`config.mk`:
```
export PLATFORM = sky130hd
export DESIGN_NAME = pcs_ctrl
export DESIGN_NICKNAME = d
export VERILOG_FILES = /design/src/hw/rtl/pcs_pkg.sv /design/src/hw/rtl/pcs_ctrl.sv
export VERILOG_INCLUDE_DIRS = /design/src /design/src/hw/rtl
export SDC_FILE = /design/constraint.sdc
export NUM_CORES = 1
export LEC_CHECK = 0
export ABC_AREA = 1
export BUFFER_PORTS_ARGS = -buffer_cell sky130_fd_sc_hd__buf_2
export CORE_MARGIN = 4
export CORE_UTILIZATION = 54
export CTS_BUF_LIST = sky130_fd_sc_hd__clkbuf_4
export DETAILED_ROUTE_END_ITERATION = 7
export PLACE_DENSITY = 0.83
export SETUP_SLACK_MARGIN = 0.02
export SLEW_MARGIN = 25
export SYNTH_ARGS = -nofsm -noshare
export SYNTH_HDL_FRONTEND = slang
export SYNTH_SLANG_ARGS = --single-unit
```
`constraint.sdc`:
```
create_clock -name clk -period 2.09 [get_ports clk]
set_input_delay 0.1045 -clock clk [delete_from_list [all_inputs] [get_ports clk]]
set_output_delay 0.1045 -clock clk [all_outputs]
set_load 0.05 [all_outputs]
```
`src/hw/rtl/percentile_contrast_stretch_top_macros.svh`:
```
// Assertion macros for the percentile contrast stretch block.
`ifndef PERCENTILE_CONTRAST_STRETCH_TOP_MACROS_SVH
`define PERCENTILE_CONTRAST_STRETCH_TOP_MACROS_SVH
`ifndef SYNTHESIS
`define PCS_ASSERT(lbl, prop, msg) \
  lbl: assert property (@(posedge clk) disable iff (rst) prop) else $error(msg);
`define PCS_ASSERT_ALWAYS(lbl, prop, msg) \
  lbl: assert property (@(posedge clk) prop) else $error(msg);
`else
`define PCS_ASSERT(lbl, prop, msg)
`define PCS_ASSERT_ALWAYS(lbl, prop, msg)
`endif
`endif

```
`src/hw/rtl/pcs_pkg.sv`:
```
// Shared constants and controller-to-datapath command type for the contrast stretch.
`default_nettype none
package pcs_pkg;
  localparam int LEVEL_W = 8;
  localparam int LEVELS = 256;
  localparam int COUNT_W = 21;
  localparam int FRAC_W = 17;
  localparam int LIMIT_W = FRAC_W + COUNT_W;
  localparam int IDX_W = LEVEL_W + 1;
  localparam int DIV_STEPS = LEVEL_W;
  localparam logic [COUNT_W-1:0] MAX_FRAME_PIXELS = COUNT_W'(1048576);
  localparam logic [FRAC_W-1:0] BOTTOM_RESET = FRAC_W'(13107);
  localparam logic [FRAC_W-1:0] UPPER_RESET = FRAC_W'(52429);
  localparam logic [LEVEL_W-1:0] OUT_MAX = LEVEL_W'(255);
  localparam logic REG_BOTTOM = 1'b0;
  localparam logic REG_UPPER = 1'b1;
  localparam logic CMD_COUNT = 1'b0;
  localparam logic CMD_MAP = 1'b1;
  localparam logic KIND_REPORT = 1'b0;
  localparam logic KIND_MAP = 1'b1;

  typedef struct packed {
    logic hist_rd;
    logic hist_inc;
    logic tab_rd;
    logic out_map;
    logic out_rep;
    logic clr;
    logic acc;
    logic walk_start;
    logic div_start;
    logic div_step;
    logic fill;
    logic [IDX_W-1:0] idx;
  } pcs_cmd_t;

  typedef struct packed {
    logic out_free;
  } pcs_status_t;
endpackage
`default_nettype wire

```
`src/hw/rtl/pcs_ctrl.sv`:
```
// Controller: sequences counting, mapping, histogram walk, divide and table fill.
`default_nettype none
`include "percentile_contrast_stretch_top_macros.svh"
module pcs_ctrl
  import pcs_pkg::*;
(
  input  wire logic clk,
  input  wire logic rst,
  input  wire logic in_valid,
  output logic in_stall,
  input  wire logic command,
  input  wire logic last,
  input  wire pcs_status_t status,
  output pcs_cmd_t cmd
);
  localparam logic [3:0] S_CLEAR = 4'd0;
  localparam logic [3:0] S_IDLE = 4'd1;
  localparam logic [3:0] S_CNT = 4'd2;
  localparam logic [3:0] S_MAP = 4'd3;
  localparam logic [3:0] S_MUL = 4'd4;
  localparam logic [3:0] S_WALK = 4'd5;
  localparam logic [3:0] S_DIV = 4'd6;
  localparam logic [3:0] S_FILL = 4'd7;
  localparam logic [3:0] S_REP = 4'd8;
  localparam logic [IDX_W-1:0] IDX_TOP = IDX_W'(LEVELS - 1);

  logic [3:0] state;
  logic [3:0] state_next;
  logic [IDX_W-1:0] idx;
  logic [IDX_W-1:0] idx_next;
  logic last_q;
  logic accept;

  assign in_stall = state != S_IDLE;
  assign accept = in_valid && !in_stall;

  always_comb begin
    state_next = state;
    idx_next = idx;
    cmd = '0;
    cmd.idx = idx;
    unique case (state)
      S_CLEAR: begin
        cmd.clr = 1'b1;
        idx_next = idx + IDX_W'(1);
        if (idx == IDX_TOP) begin
          state_next = S_IDLE;
        end
      end
      S_IDLE: begin
        if (accept) begin
          if (command == CMD_MAP) begin
            cmd.tab_rd = 1'b1;
            state_next = S_MAP;
          end else begin
            cmd.hist_rd = 1'b1;
            state_next = S_CNT;
          end
        end
      end
      S_CNT: begin
        cmd.hist_inc = 1'b1;
        state_next = last_q ? S_MUL : S_IDLE;
      end
      S_MAP: begin
        if (status.out_free) begin
          cmd.out_map = 1'b1;
          state_next = S_IDLE;
        end
      end
      S_MUL: begin
        cmd.walk_start = 1'b1;
        idx_next = '0;
        state_next = S_WALK;
      end
      S_WALK: begin
        cmd.clr = !idx[IDX_W-1];
        cmd.acc = idx != '0;
        idx_next = idx + IDX_W'(1);
        if (idx[IDX_W-1]) begin
          idx_next = '0;
          state_next = S_DIV;
        end
      end
      S_DIV: begin
        cmd.div_start = idx == '0;
        cmd.div_step = idx != '0;
        idx_next = idx + IDX_W'(1);
        if (idx == IDX_W'(DIV_STEPS)) begin
          idx_next = '0;
          state_next = S_FILL;
        end
      end
      S_FILL: begin
        cmd.fill = 1'b1;
        idx_next = idx + IDX_W'(1);
        if (idx == IDX_TOP) begin
          state_next = S_REP;
        end
      end
      S_REP: begin
        if (status.out_free) begin
          cmd.out_rep = 1'b1;
          state_next = S_IDLE;
        end
      end
      default: begin
        state_next = S_IDLE;
      end
    endcase
  end

  always_ff @(posedge clk) begin
    if (rst) begin
      state <= S_CLEAR;
      idx <= '0;
      last_q <= 1'b0;
    end else begin
      state <= state_next;
      idx <= idx_next;
      if (accept) begin
        last_q <= last;
      end
    end
  end

  `PCS_ASSERT(a_count_next, (accept && command == CMD_COUNT) |=> state == S_CNT, "count not started")
  `PCS_ASSERT(a_map_next, (accept && command == CMD_MAP) |=> state == S_MAP, "map not started")
  `PCS_ASSERT(a_walk_end, (state == S_WALK && idx[IDX_W-1]) |=> state == S_DIV, "walk overrun")
  `PCS_ASSERT_ALWAYS(a_reset_clear, rst |=> (state == S_CLEAR && in_stall), "no clear after reset")
endmodule
`default_nettype wire

```
=== After elaboration in Yosys (flattened, before gate mapping) ===
Cells that the tools add are included.

* Register bits: 14
* Latch bits: 0
* RAM bits: 0
* Bits in read-only memories: 0
* Input port bits: 6
* Output and inout port bits: 21
* Word-level logic and storage cells: 58
* Memories kept: 0

* Add/subtract/negate cells: 1
* $mul: 0
* Divide/modulo/power cells: 0
* $lt $le $gt $ge: 0
* Equality and inequality tests: 17
* Shift operators: 0
* Muxes and demuxes: 27
* Bitwise logic cells: 0
* Reduce and logical (&&, ||, !) cells: 10

{| class="wikitable"
|+ Operators with widths
! cell !! number
|-
| one-hot mux 9 bit (4 select lines) || 1
|-
| one-hot mux 4 bit (8 select lines) || 1
|-
| 2-to-1 mux 4 bit || 6
|-
| 2-to-1 mux 9 bit || 2
|-
| == test 4 x 3 -> 1 bit (second input constant) || 4
|-
| 2-to-1 mux 1 bit || 14
|-
| != test 2 bit (second input constant) || 5
|-
| adder 9 x 1 -> 9 bit (second input constant) || 1
|-
| == test 9 x 4 -> 1 bit (second input constant) || 1
|-
| == test 9 x 8 -> 1 bit (second input constant) || 1
|-
| logical NOT 9 bit || 1
|-
| nonzero test 9 bit || 1
|-
| == test 4 x 2 -> 1 bit (second input constant) || 2
|-
| AND reduction 6 bit || 1
|-
| == test 4 x 1 -> 1 bit (second input constant) || 1
|-
| == test 4 bit (second input constant) || 1
|-
| logical NOT 4 bit || 1
|-
| != test 4 x 1 -> 1 bit (second input constant) || 1
|-
| nonzero test 4 bit || 1
|-
| OR reduction 2 bit || 2
|-
| 2-to-1 mux 3 bit || 1
|-
| logical NOT 1 bit || 2
|-
| 2-to-1 mux 2 bit || 1
|-
| != test 2 x 1 -> 1 bit (second input constant) || 1
|-
| 2 further kinds || 2
|}

=== Logic depth before layout (Yosys ltp) ===
Gate-level depths: netlist of the first run.

* Depth in word-level cells: 5
* Mapped depth: 12
* Depth with buffers taken out: 12

=== Worst setup path before layout of the first run ===
OpenSTA, ideal clock, no wires.

* Path type: register to register
* From: register idx[0]
* To: register state[2]
* Library setup time: 113 ps
* Arrival time: 1990 ps
* Required time: 1977 ps
* Setup slack: -13 ps
* Cell stages (with the launch flop): 12
* Buffers on the path: 0
* Clock period less this slack: 2103 ps
* Cell sequence: dfxtp_1 ha_1 nand3_1 nor2_1 nand2_1 nor2_1 ha_1 a21oi_1 nor2_1 nand3_1 nand2_1 nor2_1

* Word-level cells in the longest chain between the ends: 3
* Elaborated cells on any way between the ends: 6
* Those cells by class: eq/ne (5); reduce/logical (1)

{| class="wikitable"
|+ RTL lines
! item !! line !! text
|-
| start: declaration || pcs_ctrl.sv:29 || <nowiki>logic [IDX_W-1:0] idx;</nowiki>
|-
| start signal: assignment || pcs_ctrl.sv:120 || <nowiki>idx <= idx_next;</nowiki>
|-
| == test 9 x 8 -> 1 bit or == test 9 x 4 -> 1 bit (tied branches) || pcs_ctrl.sv:46, pcs_ctrl.sv:97, pcs_ctrl.sv:89 ||
|-
| != test 2 bit (no line) || - ||
|-
| AND reduction 6 bit (no line) * || - ||
|-
| end signal: assignment || pcs_ctrl.sv:119 || <nowiki>state <= state_next;</nowiki>
|-
| end: declaration || pcs_ctrl.sv:27 || <nowiki>logic [3:0] state;</nowiki>
|}

Mark *: on every way between the ends. The rest lies on a longest branch, timed or not.
A chain may end at the register's enable or synchronous reset.

=== Worst setup path in the final report of the first run ===
Ends and elaborated chain as after synthesis.

==> metrics.md, run 1 <==
| Metric | Value |
|---|---|
| Worst Path Max Fanout | 5 |
| Delay-heaviest family, CP | simple AND/OR/NAND/NOR gates |
| Worst-case clock buffer depth | 2 |
| CP cell instances | ha_1, nand3_1, nor2_2, nand2_1, nor2_1, ha_1, inv_1, nand2_1, nand3_1, nor2_2, nor2_1, nor2_1 |
| Tot Pwr | 490 uW |
| Initial antenna violation count | 0 |
| Htree depth | 1 |
| CTS buffer count | 3 |
| Fin worst setup slack | 0.243 ns |
| Period utilisation layout | 88.3% |
| Final worst path period need | 1.85 ns |
| Router iterations before antenna repair | 4 |
| Setup slack at placement | 0.242 ns |
| WL final | 2440 um |
| Port-buffer cells | 26 |
| Clock Sinks | 14 |
| Synth cell types | 21 |
| Row cnt | 15 |
| RSZ-0062 raised after global routing | false |
| Setup_tns | 0 ns |
| Register area share after synthesis | 26.2% |
| Peak VDD IR | 0.250 mV |
| Vias after detailed routing | 1111 |
| Gate Count Post-Synth | 174 |
| Total Routing Usage GR | 20.0% |
| Core Box Area | 1800 um^2 |
| Clk_skew | 0.00611 ns |
| Later-pin clock latency in the skew report | 0.28 ns |
| Largest net degree at the start of global routing | 11 |
| Mapped Nets | 184 |
| Remaining Overflow, GRT | 0 |
| Maxcap violations | 0 |
| Max-Slew Margin vs Limit | 76.4% |
| Most common cell type on the critical path | nor2_1 |
| Setup Fix Bufs, Post-CTS | 0 |
| Number of global-route vias before repair | 987 |
| Placed Area | 1230 um^2 |
| Buf+Inv Stages, Crit Path | 1 |
| Fin. max-slew vios | 0 |
| GP Congestion | 0.859 |
| Startpoint Class | flip-flop |
| DIE AREA | 2760 um^2 |
| Post-Syn Area per Cell | 6.16 um^2 |
| Seq cells post-synth | 14 |
| Setup CP Type | flip-flop to flip-flop |
| CTS tree | done |
| Starting Density | 59.4% |
| Vias per Instance | 4.85 |
| Crit path max-delay cell type | dfxtp_2 |
| Leak | 0.676 nW |
| Crit path capture type | flip-flop |
| Routed len/inst | 10.6 um |
| Clk slew on worst S/H paths | 0.08 ns |
| Worst-Margin Slew | 0.351 ns |
| Die width | 52.5 um |
| ANT cells | 0 |
| CP Data Required Time | 2.30 ns |
| Final-report hold violation count | 0 |
| I/O pin total | 27 |
| Layout cell share with drive strength beyond 1 | 27.0% |
| Clock Tree Root | clkbuf_4 |
| Hold crit path type | primary input to flip-flop |
| Mapped cell area | 1070 um^2 |
| Remaining DRCs | 0 |
| Final nets | 216 |
| Die H | 52.5 um |
| Post-route ant nets | 0 |
| PwrDens | 386 nW/um^2 |
| Synthesis-to-finish area growth | 18.6% |
| Status | complete, no violations |
| Setup Viol. Count Final | 0 |
| Crit path largest cell delay | 0.37 ns |
| Global-route wire length before repair | 4140 um |
| DP Wirelength | 1990 um |
| Cell area after layout | 1270 um^2 |
| Synth warn | 0 |
| Critical Path AT | 2.06 ns |
| FMAX | 542 MHz |
| DR iter-0 viols | 47 |
[state kept, by name, indices dropped and copies added (netlist names)]
register	flops
state	4
last_q	1
idx	9
[layer usage]
metal | global-route usage (%) | vias to the layer above | routed length (um) | part of all wire [%]
met5 | 0 | - | 0 | 0
met4 | 5.11 | 0 | 23 | 0.94
met3 | 3.42 | 4 | 188 | 7.7
met2 | 30.6 | 41 | 1050 | 43
met1 | 28.7 | 473 | 1180 | 48
li1 | - | 593 | - | -
[worst paths after layout]
check / slack, ns / cells after the start / end / start
setup / recovery: 0.24 / 12 / state[2]$_SDFFE_PP0P_ / idx[0]$_SDFFE_PP0P_
hold / removal: 0.13 / 3 / last_q$_SDFFE_PP0N_ / last
hold reg to reg: 0.48 / 2 / last_q$_SDFFE_PP0N_ / last_q$_SDFFE_PP0N_
setup reg to reg: 0.24 / 12 / state[2]$_SDFFE_PP0P_ / idx[0]$_SDFFE_PP0P_
[synth_stat cells (all sizes together)]
master  count  area (um^2)
ha          4         50.1
xor2        3         26.3
nor2       44          210
o21bai      1         7.51
nand4       1         6.26
a31oi       1         6.26
nand2b      1         6.26
a21oi       4         20.0
o21ai       6         33.8
inv        33          124
dfxtp      14          280
nand2      42          188
nor3        3         15.0
nand3      17         97.6
[tightest hold or removal path: cells and delay by family]
kind                   cells  cell delay (ns)
AOI/OAI and AO/OA          2             0.19
buffers and inverters      1             0.08
[logic make-up (layout without fill, tap and decap cells)]
kind of cell	after synthesis	in the layout	share of synthesized area [%]
buf+inv	33	63	11.6
fa+ha+maj	4	4	4.67
flops	14	14	26.2
xor+xnor	3	3	2.45
compound gates	12	12	6.31
simple gates	108	108	48.8
[repair_timing]
action,in CTS,in global routing
endpoints found under the hold margin,1,0
gates resized for setup,0,1
hold buffers,1,0
endpoints found under the setup margin,0,4
[through the flow]
step,utilization (%),hold slack [ns],instances
after detailed placement,68.5,0.280,225
after floorplan,-,0.174,174
after global placement,68.5,0.280,225
after global routing,70.5,0.163,229
after CTS,70.3,0.123,229
final,70.5,0.129,229
[placed cells by master, fill, tap and decap left out]
cell type,Yosys,final
nand2b_1,1,1
nor2_1,34,33
nor2_2,6,7
o21ai_2,1,1
nand3_1,16,16
inv_2,5,5
dfxtp_2,0,2
o21bai_1,1,1
nand2_2,3,3
nand2_1,36,36
buf_2,0,26
o21ai_0,5,5
inv_1,28,28
dlygate4sd3_1,0,1
nor3_1,3,3
a31oi_1,1,1
clkbuf_4,0,3
dfxtp_1,14,12
ha_1,4,4
nand4_1,1,1
nand2_4,3,3
a21oi_1,4,4
nor2_4,4,4
nand3_4,1,1
xor2_1,3,3
[cell type report]
| class | count | area [um^2] |
|---|---|---|
| multi-input cells | 127 | 669 |
| fillers | 168 | 532 |
| flip-flops and latches | 14 | 283 |
| repair buffers | 27 | 140 |
| inverters | 33 | 124 |
| well taps | 25 | 31.3 |
| clock buffers | 3 | 22.5 |
[power by group]
part	internal (mW)	total, mW	switching, mW
Sequential	0.272	0.278	0.00621
Combinational	0.0202	0.0610	0.0407
Clock	0.0668	0.151	0.0842
(Power assumes the default switching activity.)
==> inputs of run 2 (changes only) <==
--- a/config.mk
+++ b/config.mk
@@ -8,11 +8,12 @@
 export LEC_CHECK = 0
 export ABC_AREA = 1
 export BUFFER_PORTS_ARGS = -buffer_cell sky130_fd_sc_hd__buf_2
+export CAP_MARGIN = 20
 export CORE_MARGIN = 4
-export CORE_UTILIZATION = 54
+export CORE_UTILIZATION = 45
 export CTS_BUF_LIST = sky130_fd_sc_hd__clkbuf_4
 export DETAILED_ROUTE_END_ITERATION = 7
-export PLACE_DENSITY = 0.83
+export PLACE_DENSITY = 0.71
 export SETUP_SLACK_MARGIN = 0.02
 export SLEW_MARGIN = 25
 export SYNTH_ARGS = -nofsm -noshare
==> constraint.sdc (replaced) <==
create_clock -name clk -period 2.2 [get_ports clk]
set_input_delay 0.11 -clock clk [delete_from_list [all_inputs] [get_ports clk]]
set_output_delay 0.11 -clock clk [all_outputs]
set_load 0.05 [all_outputs]
==> run 2 against run 1 <==
Utilization is 14 points lower. Global-route usage decreased by 3.7 points. Register-to-register slack gained 0.03 ns. Maximum frequency down 3.9%. Count of clock-buffer cells in the layout unchanged. Combinational power shrank 5.1%.
==> metrics.md, run 2 (same netlist as run 1, synthesis figures left out) <==
| Metric | Value |
|---|---|
| Final nets | 216 |
| Setup Viol. Count Final | 0 |
| Comb pwr share | 12.5% |
| Setup Fix Bufs, Post-CTS | 0 |
| Peak VDD IR | 0.388 mV |
| Core Box Area | 2230 um^2 |
| Tot Pwr | 461 uW |
| Crit path capture type | flip-flop |
| Power share of the clock group | 30.3% |
| NetSw | 121 uW |
| Final worst path period need | 1.92 ns |
| Remaining Overflow, GRT | 0 |
| Commonest cells after routing, fill and taps aside | 36 x nand2_1, 33 x nor2_1, 28 x inv_1 |
| CP Data Required Time | 2.41 ns |
| Setup slack at placement | 0.309 ns |
| DP Wirelength | 2020 um |
| Post-Place Cells | 228 |
| Final Core Density | 56.9% |
| Clk_skew | 0.00280 ns |
| RSZ-0062 raised after global routing | false |
| Largest net degree at the start of global routing | 11 |
| Die H | 56.8 um |
| Sw Share | 26.3% |
| Total Routing Usage GR | 16.3% |
| Worst-Margin Slew | 0.350 ns |
| Worst hold slack | 0.117 ns |
| CTS tree | done |
| Later-pin clock latency in the skew report | 0.27 ns |
| Maxcap violations | 0 |
| Period utilisation layout | 87.4% |
| ANT cells | 0 |
| Worst-case clock buffer depth | 2 |
| Htree depth | 1 |
| Internal | 340 uW |
| Crit path max-delay cell type | dfxtp_1 |
| Initial antenna violation count | 0 |
| Die width | 56.8 um |
| Remaining DRCs | 0 |
| Clock Tree Root | clkbuf_4 |
| Filler cells | 249 |
| Vias after detailed routing | 1120 |
| Regs by FF count | idx x9, state x4, last_q x1 |
| Fin. max-slew vios | 0 |
| Most common cell type on the critical path | nor2_1 |
| Final-report hold violation count | 0 |
| FMAX | 520 MHz |
| Delay-heaviest family, CP | simple AND/OR/NAND/NOR gates |
| Leak | 0.675 nW |
| Number of global-route vias before repair | 1072 |
| WL final | 2450 um |
| Synthesis-to-finish area growth | 18.7% |
| Largest register FFs | 9 |
| Fin worst setup slack | 0.278 ns |
| I/O pin total | 27 |
| Biggest register | idx |
| Seq pwr share | 57.2% |
| Clk slew on worst S/H paths | 0.08 ns |
| Layout cell share with drive strength beyond 1 | 26.0% |
| Cell area after layout | 1270 um^2 |
| Starting Density | 48.0% |
| DR iter-0 viols | 24 |
| Max-Slew Margin vs Limit | 76.5% |
| Status | complete, no violations |
| Hold crit path type | primary input to flip-flop |
| CP cell instances | ha_1, nand3_1, nor2_1, nand2_1, nor2_1, ha_1, inv_1, nand2_1, nand3_1, nor2_2, nor2_1, nor2_1 |
| Row cnt | 17 |
| Layout Cells excl Fill | 232 |
| CTS buffer count | 3 |
| Vias per Instance | 4.83 |
| Clock Sinks | 14 |
| PwrDens | 363 nW/um^2 |
| Critical Path AT | 2.13 ns |
| Setup CP Type | flip-flop to flip-flop |
| Port-buffer cells | 26 |
| Crit path largest cell delay | 0.42 ns |
| GP Congestion | 0.816 |
| Buf+Inv Stages, Crit Path | 1 |
| Commonest non-fill, non-tap cell in the layout | nand2_1 |
| Placed Area | 1240 um^2 |
| Router iterations before antenna repair | 4 |
| DIE AREA | 3220 um^2 |
| Post-route ant nets | 0 |
| Setup_tns | 0 ns |
| Routed len/inst | 10.5 um |
| Startpoint Class | flip-flop |
| Global-route wire length before repair | 4280 um |
| Worst Path Max Fanout | 5 |
==> run 2: changes by cell type in the layout (fill, tap and decap cells not counted) <==
cell	change
dfxtp_1	+2
dfxtp_2	-2
==> run 2: layout make-up <==
class	count	area, um^2	area share, %
multi-input combinational	127	669	52.7
clock buffer	3	22.5	1.77
inverter	33	124	9.74
timing repair buffer	27	140	11.0
tap	28	35.0	2.76
sequential	14	280	22.0
==> run 2: timing repair <==
action | 4_1_cts | 5_1_grt
hold endpoints to repair | 1 | 0
setup endpoints to repair | 0 | 3
hold buffers | 1 | 0
gates resized for setup | 0 | 1
==> run 2: metal layers <==
| layer | vias to the layer above | share of wire [%] | track usage (%) |
|---|---|---|---|
| li1 | 591 | - | - |
| met1 | 506 | 43 | 19.0 |
| met2 | 21 | 52 | 30.4 |
| met3 | 2 | 4.4 | 4.14 |
| met4 | 0 | 0.57 | 1.99 |
| met5 | - | 0 | 0 |
==> run 2: path summary, 6_finish.rpt <==
check / start / end / slack (ns) / cells after the start
setup reg to reg: idx[0]$_SDFFE_PP0P_ / state[1]$_SDFFE_PP0P_ / 0.28 / 12
hold / removal: last / last_q$_SDFFE_PP0N_ / 0.12 / 3
setup / recovery: idx[0]$_SDFFE_PP0P_ / state[1]$_SDFFE_PP0P_ / 0.28 / 12
hold reg to reg: last_q$_SDFFE_PP0N_ / last_q$_SDFFE_PP0N_ / 0.49 / 2
==> run 2: tightest hold or removal path, delay by kind of cell <==
family	cells	cell delay (ns)
AO/OA/AOI/OAI	2	0.17
buffers and inverters	1	0.07
==> run 2: power groups by stage <==
stage / registers, mW / clock network [mW] / logic [mW]
2_1_floorplan: 0.284 / 0 / 0.0263
3_3_place_gp: 0.269 / 0 / 0.0554
3_5_place_dp: 0.270 / 0 / 0.0567
4_1_cts: 0.264 / 0.144 / 0.0585
5_1_grt: 0.264 / 0.150 / 0.0649
6_report: 0.264 / 0.140 / 0.0579
==> inputs of run 3 (changes only) <==
--- a/config.mk
+++ b/config.mk
@@ -10,10 +10,10 @@
 export BUFFER_PORTS_ARGS = -buffer_cell sky130_fd_sc_hd__buf_2
 export CAP_MARGIN = 20
 export CORE_MARGIN = 4
-export CORE_UTILIZATION = 45
+export CORE_UTILIZATION = 40
 export CTS_BUF_LIST = sky130_fd_sc_hd__clkbuf_4
 export DETAILED_ROUTE_END_ITERATION = 7
-export PLACE_DENSITY = 0.71
+export PLACE_DENSITY = 0.65
 export SETUP_SLACK_MARGIN = 0.02
 export SLEW_MARGIN = 25
 export SYNTH_ARGS = -nofsm -noshare
==> run 3 against run 2 <==
Utilization down 6.4 points. Critical path depth stayed put. Sequential share of layout area about the same. Global-route usage decreased by 0.34 points. Combinational power shrank 0.9%. Final area rose by 0.20%. Count of clock-buffer cells in the layout unchanged. Hold slack got worse by 0.0031 ns.
==> metrics.md, run 3 (same netlist as run 1, synthesis figures left out) <==
| Metric | Value |
|---|---|
| Maxcap violations | 0 |
| Hold depth | 3 |
| Worst-case clock buffer depth | 2 |
| DIE AREA | 3570 um^2 |
| Initial antenna violation count | 0 |
| Port-buffer cells | 26 |
| Global-route wire length before repair | 4350 um |
| FMAX | 525 MHz |
| Fin. max-slew vios | 0 |
| Worst hold slack | 0.114 ns |
| Number of global-route vias before repair | 1030 |
| Most common cell type on the critical path | nor2_1 |
| CP Data Required Time | 2.41 ns |
| Die H | 59.7 um |
| Met1 GRT Util | 19.4% |
| Buf+Inv Stages, Crit Path | 1 |
| Delay-heaviest family, CP | simple AND/OR/NAND/NOR gates |
| Routed len/inst | 10.7 um |
| ANT cells | 0 |
| Commonest non-fill, non-tap cell in the layout | nand2_1 |
| Commonest cells after routing, fill and taps aside | 36 x nand2_1, 33 x nor2_1, 28 x inv_1 |
| Htree depth | 1 |
| Crit path max-delay cell type | dfxtp_1 |
| Final-report hold violation count | 0 |
| Setup Fix Bufs, Post-CTS | 0 |
| Clk slew on worst S/H paths | 0.09 ns |
| Regs by FF count | idx x9, state x4, last_q x1 |
| CP cell instances | ha_1, nand3_1, nor2_1, nand2_1, nor2_1, ha_1, inv_1, nand2_1, nand3_1, nor2_2, nor2_1, nor2_1 |
| Setup CP Type | flip-flop to flip-flop |
| Leak | 0.675 nW |
| CTS tree | done |
| Total Routing Usage GR | 15.9% |
| Biggest register | idx |
| Reg2reg setup slack | 0.30 ns |
| Final worst path period need | 1.90 ns |
| M2 GR Usage | 27.0% |
| Router iterations before antenna repair | 4 |
| Vias after detailed routing | 1113 |
| Startpoint Class | flip-flop |
| Worst reg-to-reg path cell count | 12 |
| Setup Viol. Count Final | 0 |
| Synthesis-to-finish area growth | 18.9% |
| Clock Sinks | 14 |
| Peak VDD IR | 0.264 mV |
| Remaining Overflow, GRT | 0 |
| Period utilisation layout | 86.5% |
| Final Core Density | 50.5% |
| Largest register FFs | 9 |
| Worst Path Max Fanout | 5 |
| DR iter-0 viols | 48 |
| Final nets | 216 |
| WL final | 2510 um |
| M3 GR Usage | 2.81% |
| Remaining DRCs | 0 |
| Vias per Instance | 4.76 |
| Max-Slew Margin vs Limit | 75.4% |
| CTS buffer count | 3 |
| Largest net degree at the start of global routing | 11 |
| GP Congestion | 0.930 |
| Starting Density | 42.5% |
| Row cnt | 18 |
| Status | complete, no violations |
| Crit path largest cell delay | 0.41 ns |
| Layout cell share with drive strength beyond 1 | 26.0% |
| Critical path depth | 12 |
| Critical Path AT | 2.12 ns |
| Later-pin clock latency in the skew report | 0.28 ns |
| Crit path capture type | flip-flop |
| Core Box Area | 2520 um^2 |
| I/O pin total | 27 |
| RSZ-0062 raised after global routing | false |
| Worst-Margin Slew | 0.366 ns |
| Hold crit path type | primary input to flip-flop |
| PwrDens | 367 nW/um^2 |
| Die width | 59.7 um |
| DP Wirelength | 2070 um |
| Most Crowded Layer GR | met2 |
| Clk_skew | 0.00445 ns |
| Clock Tree Root | clkbuf_4 |
| Post-route ant nets | 0 |
| Setup_tns | 0 ns |
-- run 3: cell counts in the layout (fill, tap and decap cells not counted) --
Identical to the previous run, type by type.
-- run 3: timing repair --
item,in CTS,in global routing
endpoints found under the setup margin,0,2
hold buffers,1,0
resized for setup,0,1
endpoints found under the hold margin,1,0
-- run 3: worst register-to-register path: stages (launching register included) --
cell and delay (ns):
dfxtp_1 0.41, ha_1 0.21, nand3_1 0.13, nor2_1 0.20, nand2_1 0.07, nor2_1 0.14
ha_1 0.19, inv_1 0.04, nand2_1 0.06, nand3_1 0.07, nor2_2 0.16, nor2_1 0.06
nor2_1 0.11
-- run 3: per-layer routing --
metal | wire, um | part of all wire (%)
met1 | 1130 | 45
met2 | 1250 | 50
met5 | 0 | 0
met3 | 118 | 4.7
met4 | 20 | 0.80
-- run 3: final timing paths --
path,startpoint,end
setup / recovery,idx[0]$_SDFFE_PP0P_,state[2]$_SDFFE_PP0P_
hold / removal,last,last_q$_SDFFE_PP0N_
setup reg to reg,idx[0]$_SDFFE_PP0P_,state[2]$_SDFFE_PP0P_
hold reg to reg,last_q$_SDFFE_PP0N_,last_q$_SDFFE_PP0N_
-- run 3: power by group --
group          switching (mW)  leakage, nW  total, mW  internal (mW)
Sequential            0.00581        0.113      0.264          0.258
Combinational          0.0381        0.548     0.0574         0.0193
Clock                  0.0826       0.0138      0.146         0.0634
-- run 3: stage by stage --
stage / instances / power (mW) / setup WS, ns / cell area [um^2]
after CTS: 234 / 0.473 / 0.272 / 1270
final: 234 / 0.467 / 0.297 / 1270
after floorplan: 174 / 0.311 / 0.0972 / 1070
after global routing: 234 / 0.495 / 0.113 / 1270
after detailed placement: 230 / 0.326 / 0.312 / 1240
after global placement: 230 / 0.325 / 0.392 / 1240
-- run 3: layout make-up --
type / count / area, um^2
multi-input combinational: 127 / 669
fill: 306 / 1250
tap: 30 / 37.5
timing repair buffer: 27 / 140
clock buffer: 3 / 22.5
sequential: 14 / 280
inverter: 33 / 124
